$ cat src/hdl/rocc_pkg.sv
package rocc_pkg;

    // Field widths fixed by the interface
    localparam int VALUE_BITS_DEF = 32;
    localparam int TIME_W         = 32;
    localparam int LIMIT_W        = 31;
    localparam int RATE_W         = 48;
    localparam int EN_W           = 3;
    localparam int STATUS_W       = 3;
    localparam int CFG_IDX_W      = 3;
    localparam int CFG_DATA_W     = 32;

    // 3600 = 15 * 15 * 16; one step of x15 is (x << 4) - x
    localparam int MUL_DIGIT = 4;
    // Bits added by the scale by 3600
    localparam int SCALE_W   = 12;

    // Bit positions in the enables field
    localparam int EN_QC    = 0;
    localparam int EN_ALARM = 1;
    localparam int EN_ALERT = 2;

    // Saturation magnitudes of a 48-bit rate
    localparam logic [RATE_W-1:0] RATE_MAG_POS = {1'b0, {(RATE_W-1){1'b1}}};
    localparam logic [RATE_W-1:0] RATE_MAG_NEG = {1'b1, {(RATE_W-1){1'b0}}};

    typedef enum logic [STATUS_W-1:0] {
        ST_NONE     = 3'd0,
        ST_OKAY     = 3'd1,
        ST_QC       = 3'd2,
        ST_ALARM    = 3'd3,
        ST_ALERT    = 3'd4,
        ST_CONFLICT = 3'd5
    } t_status;

    typedef enum logic [CFG_IDX_W-1:0] {
        CFG_QC_LIMIT    = 3'd0,
        CFG_ALARM_LIMIT = 3'd1,
        CFG_ALERT_LIMIT = 3'd2,
        CFG_ENABLES     = 3'd3,
        CFG_ACCUM       = 3'd4
    } t_cfg_idx;

    typedef struct packed {
        logic [LIMIT_W-1:0] qc_limit;
        logic [LIMIT_W-1:0] alarm_limit;
        logic [LIMIT_W-1:0] alert_limit;
        logic [EN_W-1:0]    enables;
        logic               accum;
    } t_cfg;

    typedef enum logic [3:0] {
        S_IDLE,
        S_PREP,
        S_ABS,
        S_MUL1,
        S_MUL2,
        S_DSTART,
        S_DIV,
        S_SAT,
        S_CLASS,
        S_DONE
    } t_state;

endpackage

$ cat src/hdl/rate_of_change_checker_core.sv
// Rate-of-change checker for one series of timestamped samples.
// Input channel: a request carries series_start, sample_value (hundredths),
// sample_time (seconds) and sample_usable; it is taken when i_in_valid is
// high and o_in_stall is low. One result request follows each input on the
// output channel, taken when o_out_valid is high and i_out_stall is low.
// Configuration: the five configuration registers are written through i_cfg_valid,
// i_cfg_index and i_cfg_data. The user is to write them only while the
// block is idle; the block itself does not enforce it. o_cfg_ready stays high.
// Datapath: a sample that yields a rate runs a scale by 3600 and a bit-serial
// divide that retires one quotient bit per cycle over VALUE_BITS + 12 bits.
// The next sample can be taken once its result is loaded into the output
// register. A sample that yields no rate skips the scale and the divide.
// One sample is processed at a time; o_in_stall is high while it is at work.
// Reset clears the configuration registers, the predecessor and the series flag.
// When the receiver stalls, the result is held in the output register; the
// next sample is still taken and finishes up to the output, where it waits.
module rate_of_change_checker_core #(
    parameter int VALUE_BITS = rocc_pkg::VALUE_BITS_DEF
) (
    input  logic                                i_clk,
    input  logic                                i_rst_n,
    // Configuration
    input  logic                                i_cfg_valid,
    output logic                                o_cfg_ready,
    input  logic [rocc_pkg::CFG_IDX_W-1:0]      i_cfg_index,
    input  logic [rocc_pkg::CFG_DATA_W-1:0]     i_cfg_data,
    // Sample input
    input  logic                                i_in_valid,
    output logic                                o_in_stall,
    input  logic                                i_series_start,
    input  logic signed [VALUE_BITS-1:0]        i_sample_value,
    input  logic [rocc_pkg::TIME_W-1:0]         i_sample_time,
    input  logic                                i_sample_usable,
    // Result output
    output logic                                o_out_valid,
    input  logic                                i_out_stall,
    output logic [rocc_pkg::STATUS_W-1:0]       o_check_status,
    output logic signed [rocc_pkg::RATE_W-1:0]  o_rate_per_hour,
    output logic                                o_rate_valid,
    output logic                                o_series_flagged
);

    localparam int DIFF_W = VALUE_BITS + 1;
    localparam int DT_W   = rocc_pkg::TIME_W + 1;
    localparam int NUM_W  = VALUE_BITS + rocc_pkg::SCALE_W;
    localparam int CW     = (NUM_W > rocc_pkg::RATE_W) ? NUM_W : rocc_pkg::RATE_W;

    rocc_pkg::t_cfg   w_cfg;
    rocc_pkg::t_state r_state;
    rocc_pkg::t_state n_state;

    // Sample under work
    logic [VALUE_BITS-1:0]          r_val;
    logic [rocc_pkg::TIME_W-1:0]    r_tim;
    logic                           r_use;

    // Predecessor and series state
    logic [VALUE_BITS-1:0]          r_last_value;
    logic [rocc_pkg::TIME_W-1:0]    r_last_time;
    logic                           r_last_present;
    logic                           r_failure;

    // Datapath
    logic [DIFF_W-1:0]              r_diff;
    logic [DT_W-1:0]                r_dt;
    logic [NUM_W-1:0]               r_num;
    logic [rocc_pkg::TIME_W-1:0]    r_den;
    logic                           r_rate_neg;
    logic [rocc_pkg::RATE_W-1:0]    r_mag;
    rocc_pkg::t_status              r_status;
    logic [rocc_pkg::RATE_W-1:0]    r_rate;
    logic                           r_rvalid;

    // Output register
    logic                           r_out_valid;
    rocc_pkg::t_status              r_out_status;
    logic [rocc_pkg::RATE_W-1:0]    r_out_rate;
    logic                           r_out_rvalid;
    logic                           r_out_flag;

    logic                           w_accept;
    logic                           w_commit;
    logic                           w_rated;
    logic                           w_conflict;
    logic [DIFF_W-1:0]              w_diff_abs;
    logic [DT_W-1:0]                w_dt_abs;
    logic [NUM_W-1:0]               w_x15;
    logic                           w_div_start;
    logic                           w_div_busy;
    logic [NUM_W-1:0]               w_quot;
    logic [rocc_pkg::RATE_W-1:0]    w_sat_lim;
    logic [CW-1:0]                  w_q_ext;
    logic                           w_ge_qc;
    logic                           w_ge_alarm;
    logic                           w_ge_alert;
    logic                           w_mag_hi;
    logic                           w_fail;
    rocc_pkg::t_status              w_class;

    rocc_cfg u_cfg (
        .i_clk   (i_clk),
        .i_rst_n (i_rst_n),
        .i_valid (i_cfg_valid),
        .i_index (i_cfg_index),
        .i_data  (i_cfg_data),
        .o_ready (o_cfg_ready),
        .o_cfg   (w_cfg)
    );

    rocc_div #(
        .NUM_W (NUM_W),
        .DEN_W (rocc_pkg::TIME_W)
    ) u_div (
        .i_clk   (i_clk),
        .i_rst_n (i_rst_n),
        .i_start (w_div_start),
        .i_num   (r_num),
        .i_den   (r_den),
        .o_busy  (w_div_busy),
        .o_quot  (w_quot)
    );

    // Handshakes
    assign o_in_stall = (r_state != rocc_pkg::S_IDLE);
    assign w_accept   = i_in_valid && !o_in_stall;
    assign w_commit   = (r_state == rocc_pkg::S_DONE) && (!r_out_valid || !i_out_stall);

    // Decide the path of the sample against its predecessor
    assign w_rated    = r_use && r_last_present && (r_tim != r_last_time);
    assign w_conflict = r_use && r_last_present && (r_tim == r_last_time) &&
                        (r_val != r_last_value);

    // Magnitudes of the value and time differences
    assign w_diff_abs = r_diff[DIFF_W-1] ? (~r_diff + 1'b1) : r_diff;
    assign w_dt_abs   = r_dt[DT_W-1] ? (~r_dt + 1'b1) : r_dt;

    // One x15 step of the scale by 3600
    assign w_x15 = (r_num << rocc_pkg::MUL_DIGIT) - r_num;

    // Saturate the quotient magnitude to the 48-bit range of the sign
    assign w_sat_lim = r_rate_neg ? rocc_pkg::RATE_MAG_NEG : rocc_pkg::RATE_MAG_POS;
    assign w_q_ext   = CW'(w_quot);

    // Compare the rate magnitude against the limits
    assign w_mag_hi   = |r_mag[rocc_pkg::RATE_W-1:rocc_pkg::LIMIT_W];
    assign w_ge_qc    = w_mag_hi || (r_mag[rocc_pkg::LIMIT_W-1:0] >= w_cfg.qc_limit);
    assign w_ge_alarm = w_mag_hi || (r_mag[rocc_pkg::LIMIT_W-1:0] >= w_cfg.alarm_limit);
    assign w_ge_alert = w_mag_hi || (r_mag[rocc_pkg::LIMIT_W-1:0] >= w_cfg.alert_limit);

    always_comb begin
        if ((w_cfg.enables[rocc_pkg::EN_QC] && w_ge_qc) ||
            (w_cfg.accum && r_diff[DIFF_W-1])) begin
            w_class = rocc_pkg::ST_QC;
        end else if (w_cfg.enables[rocc_pkg::EN_ALARM] && w_ge_alarm) begin
            w_class = rocc_pkg::ST_ALARM;
        end else if (w_cfg.enables[rocc_pkg::EN_ALERT] && w_ge_alert) begin
            w_class = rocc_pkg::ST_ALERT;
        end else begin
            w_class = rocc_pkg::ST_OKAY;
        end
    end

    assign w_fail = (r_status != rocc_pkg::ST_NONE) && (r_status != rocc_pkg::ST_OKAY);

    // Sequence one sample through its steps
    always_comb begin
        n_state     = r_state;
        w_div_start = 1'b0;
        unique case (r_state)
            rocc_pkg::S_IDLE: begin
                if (i_in_valid) begin
                    n_state = rocc_pkg::S_PREP;
                end
            end
            rocc_pkg::S_PREP: begin
                n_state = w_rated ? rocc_pkg::S_ABS : rocc_pkg::S_DONE;
            end
            rocc_pkg::S_ABS: begin
                n_state = rocc_pkg::S_MUL1;
            end
            rocc_pkg::S_MUL1: begin
                n_state = rocc_pkg::S_MUL2;
            end
            rocc_pkg::S_MUL2: begin
                n_state = rocc_pkg::S_DSTART;
            end
            rocc_pkg::S_DSTART: begin
                w_div_start = 1'b1;
                n_state     = rocc_pkg::S_DIV;
            end
            rocc_pkg::S_DIV: begin
                if (!w_div_busy) begin
                    n_state = rocc_pkg::S_SAT;
                end
            end
            rocc_pkg::S_SAT: begin
                n_state = rocc_pkg::S_CLASS;
            end
            rocc_pkg::S_CLASS: begin
                n_state = rocc_pkg::S_DONE;
            end
            rocc_pkg::S_DONE: begin
                if (w_commit) begin
                    n_state = rocc_pkg::S_IDLE;
                end
            end
            default: begin
                n_state = rocc_pkg::S_IDLE;
            end
        endcase
    end

    always_ff @(posedge i_clk) begin
        if (!i_rst_n) begin
            r_state <= rocc_pkg::S_IDLE;
        end else begin
            r_state <= n_state;
        end
    end

    // Update the predecessor flag, series flag and output valid
    always_ff @(posedge i_clk) begin
        if (!i_rst_n) begin
            r_last_present <= 1'b0;
            r_failure      <= 1'b0;
            r_out_valid    <= 1'b0;
        end else begin
            if (w_accept && i_series_start) begin
                r_last_present <= 1'b0;
                r_failure      <= 1'b0;
            end
            if (w_commit) begin
                r_failure   <= r_failure || w_fail;
                r_out_valid <= 1'b1;
                if (r_use && (r_status != rocc_pkg::ST_QC)) begin
                    r_last_present <= 1'b1;
                end
            end else if (!i_out_stall) begin
                r_out_valid <= 1'b0;
            end
        end
    end

    // Datapath registers
    always_ff @(posedge i_clk) begin
        // Capture the request
        if (w_accept) begin
            r_val <= i_sample_value;
            r_tim <= i_sample_time;
            r_use <= i_sample_usable;
        end
        unique case (r_state)
            rocc_pkg::S_PREP: begin
                r_diff   <= {r_val[VALUE_BITS-1], r_val} -
                            {r_last_value[VALUE_BITS-1], r_last_value};
                r_dt     <= {1'b0, r_tim} - {1'b0, r_last_time};
                r_status <= w_conflict ? rocc_pkg::ST_CONFLICT : rocc_pkg::ST_NONE;
                r_rate   <= '0;
                r_rvalid <= 1'b0;
            end
            rocc_pkg::S_ABS: begin
                r_num      <= NUM_W'(w_diff_abs[VALUE_BITS-1:0]);
                r_den      <= w_dt_abs[rocc_pkg::TIME_W-1:0];
                r_rate_neg <= r_diff[DIFF_W-1] ^ r_dt[DT_W-1];
            end
            rocc_pkg::S_MUL1: begin
                r_num <= w_x15;
            end
            rocc_pkg::S_MUL2: begin
                r_num <= w_x15 << rocc_pkg::MUL_DIGIT;
            end
            rocc_pkg::S_SAT: begin
                if (w_q_ext > CW'(w_sat_lim)) begin
                    r_mag <= w_sat_lim;
                end else begin
                    r_mag <= w_q_ext[rocc_pkg::RATE_W-1:0];
                end
            end
            rocc_pkg::S_CLASS: begin
                r_status <= w_class;
                r_rate   <= r_rate_neg ? (~r_mag + 1'b1) : r_mag;
                r_rvalid <= 1'b1;
            end
            default: begin
            end
        endcase
        // Load the result and advance the predecessor
        if (w_commit) begin
            r_out_status <= r_status;
            r_out_rate   <= r_rate;
            r_out_rvalid <= r_rvalid;
            r_out_flag   <= r_failure || w_fail;
            if (r_use && (r_status != rocc_pkg::ST_QC)) begin
                r_last_value <= r_val;
                r_last_time  <= r_tim;
            end
        end
    end

    assign o_out_valid      = r_out_valid;
    assign o_check_status   = r_out_status;
    assign o_rate_per_hour  = r_out_rate;
    assign o_rate_valid     = r_out_rvalid;
    assign o_series_flagged = r_out_flag;

    // The divider runs only while the sequencer waits on it
    a_div_owned: assert property (@(posedge i_clk) disable iff (!i_rst_n)
        w_div_busy |-> (r_state == rocc_pkg::S_DIV))
        else $error("divider busy outside the divide step");

    // A rated result always carries a rate classification
    a_rate_status: assert property (@(posedge i_clk) disable iff (!i_rst_n)
        (o_out_valid && o_rate_valid) |->
        ((o_check_status == rocc_pkg::ST_OKAY) || (o_check_status == rocc_pkg::ST_QC) ||
         (o_check_status == rocc_pkg::ST_ALARM) || (o_check_status == rocc_pkg::ST_ALERT)))
        else $error("rated result without a rate status");

    // An unrated result carries a zero rate
    a_rate_zero: assert property (@(posedge i_clk) disable iff (!i_rst_n)
        (o_out_valid && !o_rate_valid) |-> (o_rate_per_hour == '0))
        else $error("rate present on an unrated result");

    // Any failure status shows in the series flag
    a_flag_sticky: assert property (@(posedge i_clk) disable iff (!i_rst_n)
        (o_out_valid && (o_check_status != rocc_pkg::ST_NONE) &&
         (o_check_status != rocc_pkg::ST_OKAY)) |-> o_series_flagged)
        else $error("failure status without series flag");

    // A finished sample reaches the output once the receiver moves
    a_done_out: assert property (@(posedge i_clk) disable iff (!i_rst_n)
        ((r_state == rocc_pkg::S_DONE) && !i_out_stall) |=> o_out_valid)
        else $error("finished sample not presented");

endmodule

$ cat src/hdl/rocc_cfg.sv
module rocc_cfg (
    input  logic                            i_clk,
    input  logic                            i_rst_n,
    input  logic                            i_valid,
    input  logic [rocc_pkg::CFG_IDX_W-1:0]  i_index,
    input  logic [rocc_pkg::CFG_DATA_W-1:0] i_data,
    output logic                            o_ready,
    output rocc_pkg::t_cfg                  o_cfg
);

    rocc_pkg::t_cfg r_cfg;

    // Always take a write request
    assign o_ready = 1'b1;
    assign o_cfg   = r_cfg;

    // Decode the register index and write the addressed field
    always_ff @(posedge i_clk) begin
        if (!i_rst_n) begin
            r_cfg <= '0;
        end else if (i_valid) begin
            unique case (i_index)
                rocc_pkg::CFG_QC_LIMIT: begin
                    r_cfg.qc_limit <= i_data[rocc_pkg::LIMIT_W-1:0];
                end
                rocc_pkg::CFG_ALARM_LIMIT: begin
                    r_cfg.alarm_limit <= i_data[rocc_pkg::LIMIT_W-1:0];
                end
                rocc_pkg::CFG_ALERT_LIMIT: begin
                    r_cfg.alert_limit <= i_data[rocc_pkg::LIMIT_W-1:0];
                end
                rocc_pkg::CFG_ENABLES: begin
                    r_cfg.enables <= i_data[rocc_pkg::EN_W-1:0];
                end
                rocc_pkg::CFG_ACCUM: begin
                    r_cfg.accum <= i_data[0];
                end
                default: begin
                end
            endcase
        end
    end

endmodule

$ cat src/hdl/rocc_div.sv
module rocc_div #(
    parameter int NUM_W = rocc_pkg::VALUE_BITS_DEF + rocc_pkg::SCALE_W,
    parameter int DEN_W = rocc_pkg::TIME_W
) (
    input  logic             i_clk,
    input  logic             i_rst_n,
    input  logic             i_start,
    input  logic [NUM_W-1:0] i_num,
    input  logic [DEN_W-1:0] i_den,
    output logic             o_busy,
    output logic [NUM_W-1:0] o_quot
);

    localparam int CNT_W = $clog2(NUM_W + 1);

    logic [CNT_W-1:0] r_cnt;
    logic [NUM_W-1:0] r_q;
    logic [DEN_W-1:0] r_rem;
    logic [DEN_W-1:0] r_den;

    logic [DEN_W:0]   w_shift;
    logic [DEN_W:0]   w_trial;
    logic             w_ge;

    // Bring down the next numerator bit and try one subtract
    assign w_shift = {r_rem, r_q[NUM_W-1]};
    assign w_ge    = (w_shift >= {1'b0, r_den});
    assign w_trial = w_shift - {1'b0, r_den};

    assign o_busy = (r_cnt != '0);
    assign o_quot = r_q;

    // Count the remaining quotient bits
    always_ff @(posedge i_clk) begin
        if (!i_rst_n) begin
            r_cnt <= '0;
        end else if (i_start) begin
            r_cnt <= CNT_W'(NUM_W);
        end else if (o_busy) begin
            r_cnt <= r_cnt - 1'b1;
        end
    end

    // Shift the numerator out and the quotient in, one bit a cycle
    always_ff @(posedge i_clk) begin
        if (i_start) begin
            r_q   <= i_num;
            r_rem <= '0;
            r_den <= i_den;
        end else if (o_busy) begin
            r_q   <= {r_q[NUM_W-2:0], w_ge};
            r_rem <= w_ge ? w_trial[DEN_W-1:0] : w_shift[DEN_W-1:0];
        end
    end

endmodule

$ cat config.mk
export PLATFORM = sky130hd
export DESIGN_NAME = rate_of_change_checker_core
export DESIGN_NICKNAME = d
export VERILOG_FILES = /design/src/hdl/rocc_pkg.sv /design/src/hdl/rate_of_change_checker_core.sv /design/src/hdl/rocc_cfg.sv /design/src/hdl/rocc_div.sv
export SDC_FILE = /design/constraint.sdc
export NUM_CORES = 1
export LEC_CHECK = 0
export ABC_AREA = 0
export BUFFER_PORTS_ARGS = -buffer_cell sky130_fd_sc_hd__buf_2
export CORE_AREA = 2 2 234 236
export CTS_CLUSTER_DIAMETER = 120
export DETAILED_ROUTE_END_ITERATION = 6
export DIE_AREA = 0 0 236 238
export PLACE_DENSITY = 0.79
export SETUP_SLACK_MARGIN = 0.2
export SYNTH_ARGS = -nofsm -noshare
export SYNTH_HDL_FRONTEND = slang
export SYNTH_HIERARCHICAL = 1
export SYNTH_SLANG_ARGS = --single-unit
$ cat constraint.sdc
create_clock -name i_clk -period 7.9 [get_ports i_clk]
set_input_delay 0 -clock i_clk [delete_from_list [all_inputs] [get_ports i_clk]]
set_output_delay 0 -clock i_clk [all_outputs]
set_load 0.02 [all_outputs]
==> impl_metrics.json, run 1 <==
{
  "syn_nets": 3523,
  "synth_top_area_share": 0.432,
  "synth_edf_count": 497,
  "powerDensity_nw_per_um2": 263,
  "synth-seq-area-share": 0.514,
  "dp_hpwl_mm": 55.3,
  "wl_mm": 79.2,
  "drive_above_1_share": 0.117,
  "io_pins": 162,
  "synth_compound_area_frac": 0.136,
  "nNetsFinal": 3763,
  "grt_max_degree": 74,
  "grt_pass1_wl_mm": 127,
  "cts_buffers": 68,
  "dieHeight_um": 238,
  "cts_resized": 0,
  "final_max_slew_viol_count": 0,
  "rr_worst_depth": 9,
  "cts_setup_buffers": 0,
  "worstReg2RegEnd": "r_rate[43]",
  "ant_nets": 0,
  "grtUsageTotal": 0.282,
  "synth_top_family_by_area": "compound AO/OA/AOI/OAI gates",
  "dp_cells": 3941,
  "first_pass_iters": 6,
  "clock-sinks": 639,
  "min_period_ns": 3.95,
  "synth_top_area_cell": "edfxtp_1",
  "hold_end": "r_val[12]",
  "drv_cap": 0,
  "ir_drop_mv": 0.224,
  "r2r_slack_ns": 3.95,
  "cp.arrival_ns": 4.27,
  "cp-start-kind": "flip-flop",
  "die_w_um": 236,
  "gp_congestion": 0.929,
  "start_util": 0.646,
  "pre_cts_ws_ns": 3.99,
  "antenna_found_initial": 0,
  "drt_first_iter_violations": 1976,
  "cts.path.max_buffers": 3,
  "hp-class": "input pin to flip-flop",
  "via_per_inst": 5.97,
  "core_um2": 53500,
  "rows": 85,
  "worstPathMaxFanout": 5,
  "drc": 0,
  "min_path_cells": 2,
  "final_core_util": 0.733,
  "yosysWarnings": 6,
  "numPortBuffers": 159,
  "setup_viol": 0,
  "antenna_cells": 0,
  "area_growth_syn_to_layout_pct": 13.4,
  "hp-start": "i_sample_value[12]",
  "fp.dieArea_um2": 56200,
  "routedWlPerCell_um": 19.0,
  "cp.required_ns": 8.22,
  "grt_setup_unrepaired": "false",
  "synth_xor_area_frac": 0.0542,
  "worst_setup_path_end_kind": "flip-flop",
  "synthSimpleGateAreaFrac": 0.117,
  "p_total_mw": 10.3,
  "skew_ns": 0.0206,
  "crit_type": "flip-flop to flip-flop",
  "muxShareOfSynthArea": 0.0456,
  "fmax_mhz": 253,
  "yosys.area_share.adder": 0.0861,
  "synthArstFlopShare": 0,
  "ys.flop_type": "edfxtp_1",
  "worstSkewPairLatency_ns": 0.60,
  "synth-seq-cells": 639,
  "fin_cells": 4166,
  "via_count": 24900,
  "leakagePower_nw": 15.6,
  "syn_inst": 3181,
  "gr-total-overflow": 0,
  "r2r_start": "r_mag[21]",
  "cts.clk_slew.worst_paths_ns": 0.06,
  "setup_slack_ns": 3.95,
  "synth_cell_type_count": 92,
  "cts.root.buffer_cell": "clkbuf_16",
  "synth_commonest_cells": "edfxtp_1 (497), nand2_1 (322), inv_1 (279)",
  "fin_crit_sh": 0.500,
  "fin_setup_tns_ns": 0,
  "holdBufCountCts": 106,
  "cts_tree": "yes",
  "relSlewSlack": 0.117,
  "synth_area_per_cell_um2": 10.9,
  "outcome": "complete, no violations",
  "grt_pass1_vias": 24600,
  "htreeDepth": 3,
  "tightest_slew_ns": 1.32,
  "netlist_area_um2": 34600,
  "hold_violations": 0,
  "synth_most_common_cell": "edfxtp_1",
  "synthTopCellsByArea": "edfxtp_1 (43%), ha_1 (8.4%), dfxtp_1 (8.2%)"
}
## where the power goes
part	leakage, nW	total (mW)	internal [mW]	switching [mW]
clock network	1.11	3.22	1.91	1.30
registers	5.78	4.55	4.26	0.284
logic	8.74	2.55	1.06	1.48
## worst max path at each step
stage / start / to
CTS: r_mag[21] / r_rate[43]
global route: r_mag[21] / r_rate[41]
finish: r_mag[21] / r_rate[43]
detailed placement: r_mag[21] / r_rate[41]
floorplan: r_state[1] / r_last_time[0]
global placement: r_mag[21] / r_rate[41]
## kinds of logic (layout without fill, tap and decap cells)
| logic type | count (synthesis) | after routing |
|---|---|---|
| AO/OA/AOI/OAI | 695 | 695 |
| adder cells (fa/ha/maj) | 236 | 236 |
| multiplexers | 152 | 152 |
| XOR/XNOR | 214 | 214 |
| other | 1 | 1 |
| buffers and inverters | 395 | 684 |
| AND/OR/NAND/NOR | 849 | 849 |
| flip-flops | 639 | 639 |
## cell type report
| type | instances | area (µm²) |
|---|---|---|
| inverter | 279 | 1050 |
| clock inverter | 35 | 360 |
| fill | 3569 | 14300 |
| multi-input combinational | 2147 | 15200 |
| tap | 696 | 871 |
| clock buffer | 84 | 1910 |
| timing repair buffer | 286 | 2020 |
| sequential | 639 | 17800 |
## critical path: stages (launching register included)
cell      delay, ns
edfxtp_1       0.55
or3_2          0.55
or3_1          0.37
or4_4          0.57
or3_4          0.36
or3_4          0.35
or4_4          0.48
o31ai_4        0.19
xor2_1         0.18
nor2_1         0.07
## sequential cells by signal, summed over array words and instances (netlist names), 33 cells and up
signal / cells
u_div/o_quot: 44
r_rate: 48
o_rate_per_hour: 48
u_cfg/o_cfg: 97
r_diff: 33
r_dt: 33
r_num: 44
r_mag: 44
## cells in the final DEF, fill, tap and decap left out, types with 12 or more instances in the layout
| master | Yosys | layout |
|---|---|---|
| nand3_1 | 36 | 36 |
| nand2_1 | 322 | 320 |
| inv_1 | 279 | 278 |
| o31ai_1 | 39 | 39 |
| o21bai_1 | 25 | 25 |
| nor2b_1 | 31 | 31 |
| nand4_1 | 46 | 46 |
| ha_1 | 233 | 233 |
| a311oi_2 | 13 | 13 |
| a31oi_1 | 17 | 17 |
| edfxtp_1 | 497 | 497 |
| a211oi_1 | 21 | 21 |
| xnor2_1 | 106 | 106 |
| mux2i_1 | 109 | 109 |
| o41ai_1 | 12 | 12 |
| dlygate4sd3_1 | 0 | 106 |
| xor2_1 | 108 | 108 |
| dfxtp_1 | 142 | 142 |
| or3_1 | 26 | 26 |
| a21oi_1 | 176 | 176 |
| o21a_1 | 18 | 18 |
| clkbuf_16 | 0 | 71 |
| a221o_1 | 15 | 15 |
| o22ai_1 | 14 | 14 |
| nor2_1 | 213 | 209 |
| nor4_1 | 13 | 13 |
| nand2b_1 | 25 | 25 |
| a21o_1 | 90 | 90 |
| or2_2 | 17 | 17 |
| or4_1 | 21 | 21 |
| a22oi_1 | 13 | 13 |
| nor3_1 | 36 | 34 |
| o21ai_0 | 140 | 139 |
| and3_1 | 16 | 14 |
| mux2_2 | 43 | 43 |
| buf_4 | 7 | 22 |
| buf_2 | 16 | 158 |
## layer usage
metal | vias up | global-route usage | wire length (µm)
met5 | - | 0 | 0
met4 | 0 | 0.0961 | 2200
met3 | 156 | 0.0374 | 4460
met2 | 837 | 0.471 | 37400
met1 | 11900 | 0.383 | 35100
li1 | 12000 | - | -
## metrics by stage
stage,hold WS [ns],cell area (µm²)
2_1_floorplan,0.0989,34600
3_3_place_gp,0.176,35900
3_5_place_dp,0.178,35900
4_1_cts,0.0781,39200
5_1_grt,0.0897,39200
6_report,0.109,39200
Note: power is estimated with default switching activity, not from simulation.
==> run 2, diff against run 1 <==
--- a/config.mk
+++ b/config.mk
@@ -7,11 +7,11 @@
 export LEC_CHECK = 0
 export ABC_AREA = 0
 export BUFFER_PORTS_ARGS = -buffer_cell sky130_fd_sc_hd__buf_2
-export CORE_AREA = 2 2 234 236
+export CORE_AREA = 2 2 252 254
 export CTS_CLUSTER_DIAMETER = 120
 export DETAILED_ROUTE_END_ITERATION = 6
-export DIE_AREA = 0 0 236 238
-export PLACE_DENSITY = 0.79
+export DIE_AREA = 0 0 254 256
+export PLACE_DENSITY = 0.72
 export SETUP_SLACK_MARGIN = 0.2
 export SYNTH_ARGS = -nofsm -noshare
 export SYNTH_HDL_FRONTEND = slang
==> constraint.sdc (replaced) <==
create_clock -name i_clk -period 3.4 [get_ports i_clk]
set_input_delay 0 -clock i_clk [delete_from_list [all_inputs] [get_ports i_clk]]
set_output_delay 0 -clock i_clk [all_outputs]
set_load 0.02 [all_outputs]
==> run 2 against run 1 <==
The flow now finishes with violations (design-rule violations, negative setup slack); clock-buffer cell count up 10; global-route usage down 3.6 points; utilization down 7.4 points; combinational power up 150%; fmax up 7.4%; sequential share of layout area down 2.1 points; cell count up 7.1%; routed wire length up 1.4%; hold slack worse by 0.037 ns; sequential cell count unchanged; clock power up 140%; die area up 16%; critical endpoint unchanged; largest power group unchanged.
==> impl_metrics.json, run 2 (synthesis gave the netlist of run 1 again) <==
{
  "cp.required_ns": 3.71,
  "largest_reg_flops": 97,
  "drv_cap": 0,
  "min_period_ns": 3.68,
  "fin_crit_sh": 1.08,
  "grtUsageTotal": 0.246,
  "cp.arrival_ns": 3.99,
  "violations": "design-rule violations, negative setup slack",
  "worst_setup_path_end_kind": "flip-flop",
  "ir_drop_mv": 0.479,
  "skew_ns": 0.0326,
  "rr_worst_depth": 9,
  "die_w_um": 254,
  "fillers": 4752,
  "first_pass_iters": 7,
  "r2r_start": "r_mag[13]",
  "numPortBuffers": 159,
  "fmax_mhz": 272,
  "ant_nets": 0,
  "via_count": 25200,
  "cts.root.buffer_cell": "clkbuf_16",
  "core_um2": 62400,
  "dieHeight_um": 256,
  "clock-sinks": 639,
  "tightest_slew_ns": 1.18,
  "worstReg2RegEnd": "r_rate[43]",
  "worst_hold_slack_ns": 0.0720,
  "start_util": 0.554,
  "cp_cell_sequence": "or3_4, or4_4, or4_4, or3_4, or3_4, or4_4, o31ai_4, xor2_1, nor2_1",
  "final_core_util": 0.659,
  "wl_mm": 80.3,
  "area_growth_syn_to_layout_pct": 19.0,
  "leakagePower_nw": 16.5,
  "hold_violations": 0,
  "slowest_delay_ns": 0.52,
  "grt_pass1_wl_mm": 129,
  "cp-start-kind": "flip-flop",
  "nNetsFinal": 3898,
  "cts_buffers": 69,
  "drt_first_iter_violations": 1768,
  "io_pins": 162,
  "grt_setup_unrepaired": "true",
  "drive_above_1_share": 0.177,
  "cts.path.max_buffers": 3,
  "setup_viol": 9,
  "dp_hpwl_mm": 58.1,
  "htreeDepth": 3,
  "fin_setup_tns_ns": -1.01,
  "outcome": "finished with violations",
  "drc": 2,
  "gp_congestion": 0.935,
  "worstSetupStartpoint": "r_mag[13]",
  "relSlewSlack": 0.215,
  "rows": 92,
  "cts.clk_slew.worst_paths_ns": 0.06,
  "antenna_found_initial": 0,
  "grt_max_degree": 106,
  "routedWlPerCell_um": 18.0,
  "worstSkewPairLatency_ns": 0.61,
  "r2r_slack_ns": -0.28,
  "final_common_cell": "edfxtp_1",
  "crit_type": "flip-flop to flip-flop",
  "final_max_slew_viol_count": 0,
  "via_per_inst": 5.65,
  "layout_common_cells": "edfxtp_1 (497), nand2_1 (316), inv_1 (276)",
  "critPathCapture": "r_rate[43]",
  "powerDensity_nw_per_um2": 600,
  "grt_pass1_vias": 25000,
  "hp-class": "input pin to flip-flop",
  "fp.dieArea_um2": 65000,
  "gr-total-overflow": 0,
  "setup_slack_ns": -0.280,
  "cts_tree": "yes",
  "worstPathMaxFanout": 3,
  "cp_slowest_cell": "or4_4"
}
[run 2: cell types whose count changed in the layout (fill, tap and decap cells not counted), moves of 8 or more]
cell and delta:
ha_2 +14, o21ai_0 -25, ha_1 -18, o21ai_1 +12, or4_4 +12, o21ai_2 +12
or4_1 -12, o31ai_1 -8, buf_4 +126, a21oi_1 -8
[run 2: critical path: cells and delay by family, from the launching register on]
kind,cells,cell delay (ns)
flops,1,0.39
xor+xnor,1,0.18
compound gates,1,0.20
simple gates,7,2.64
[run 2: how the worst min path moves through the flow]
stage	depth (start not counted)	slack [ns]	from	to
final	4	0.07	i_series_start	r_last_present
after detailed placement	1	0.18	i_sample_value[27]	r_val[27]
after CTS	4	0.004	i_series_start	r_last_present
after global routing	4	0.05	i_series_start	r_last_present
after floorplan	0	0.1	i_sample_time[0]	r_tim[0]
after global placement	1	0.18	i_sample_time[27]	r_tim[27]
[run 2: final cells by class]
class                           count  area, µm²  share of cell area
Clock buffer                       94       2010              0.0488
Clock inverter                     34        424              0.0103
Timing Repair Buffer              419       3060              0.0744
Antenna cell                        1       2.50           0.0000608
Multi-Input combinational cell   2148      15800               0.383
Sequential cell                   639      17800               0.432
Tap cell                          846       1060              0.0257
Inverter                          279       1050              0.0255
[run 2: per-layer routing]
metal  vias to the layer above  wire length (µm)  GRT usage
met2                       787             37300      0.394
li1                      12300                 -          -
met5                         -                 0          0
met3                       148              4590     0.0343
met1                     12000             36400      0.346
met4                         0              2020     0.0755
[run 2: repair_timing]
item | 4_1_cts | 5_1_grt
hold buffers | 105 | 0
endpoints found under the setup margin | 29 | 62
gates resized for setup | 32 | 91
buffers inserted | 8 | 28
gates cloned | 0 | 1
hold endpoints to repair | 165 | 0
pin swaps | 13 | 42
[run 2: power breakdown]
group          total (mW)  internal, mW  switching [mW]
clock                7.86          4.78            3.08
combinational        6.31          2.73            3.58
sequential           10.5          9.88           0.629
total                24.7          17.4            7.29
[run 2: through the flow]
step / total power [mW] / worst slack (ns) / instances / area [µm²]
3_3_place_gp: 16.3 / -0.228 / 4189 / 36900
2_1_floorplan: 15.1 / -0.227 / 3181 / 34700
6_report: 24.7 / -0.280 / 4460 / 41100
4_1_cts: 24.6 / -0.296 / 4430 / 40600
3_5_place_dp: 16.5 / -0.276 / 4189 / 36900
5_1_grt: 25.9 / -0.395 / 4459 / 41100
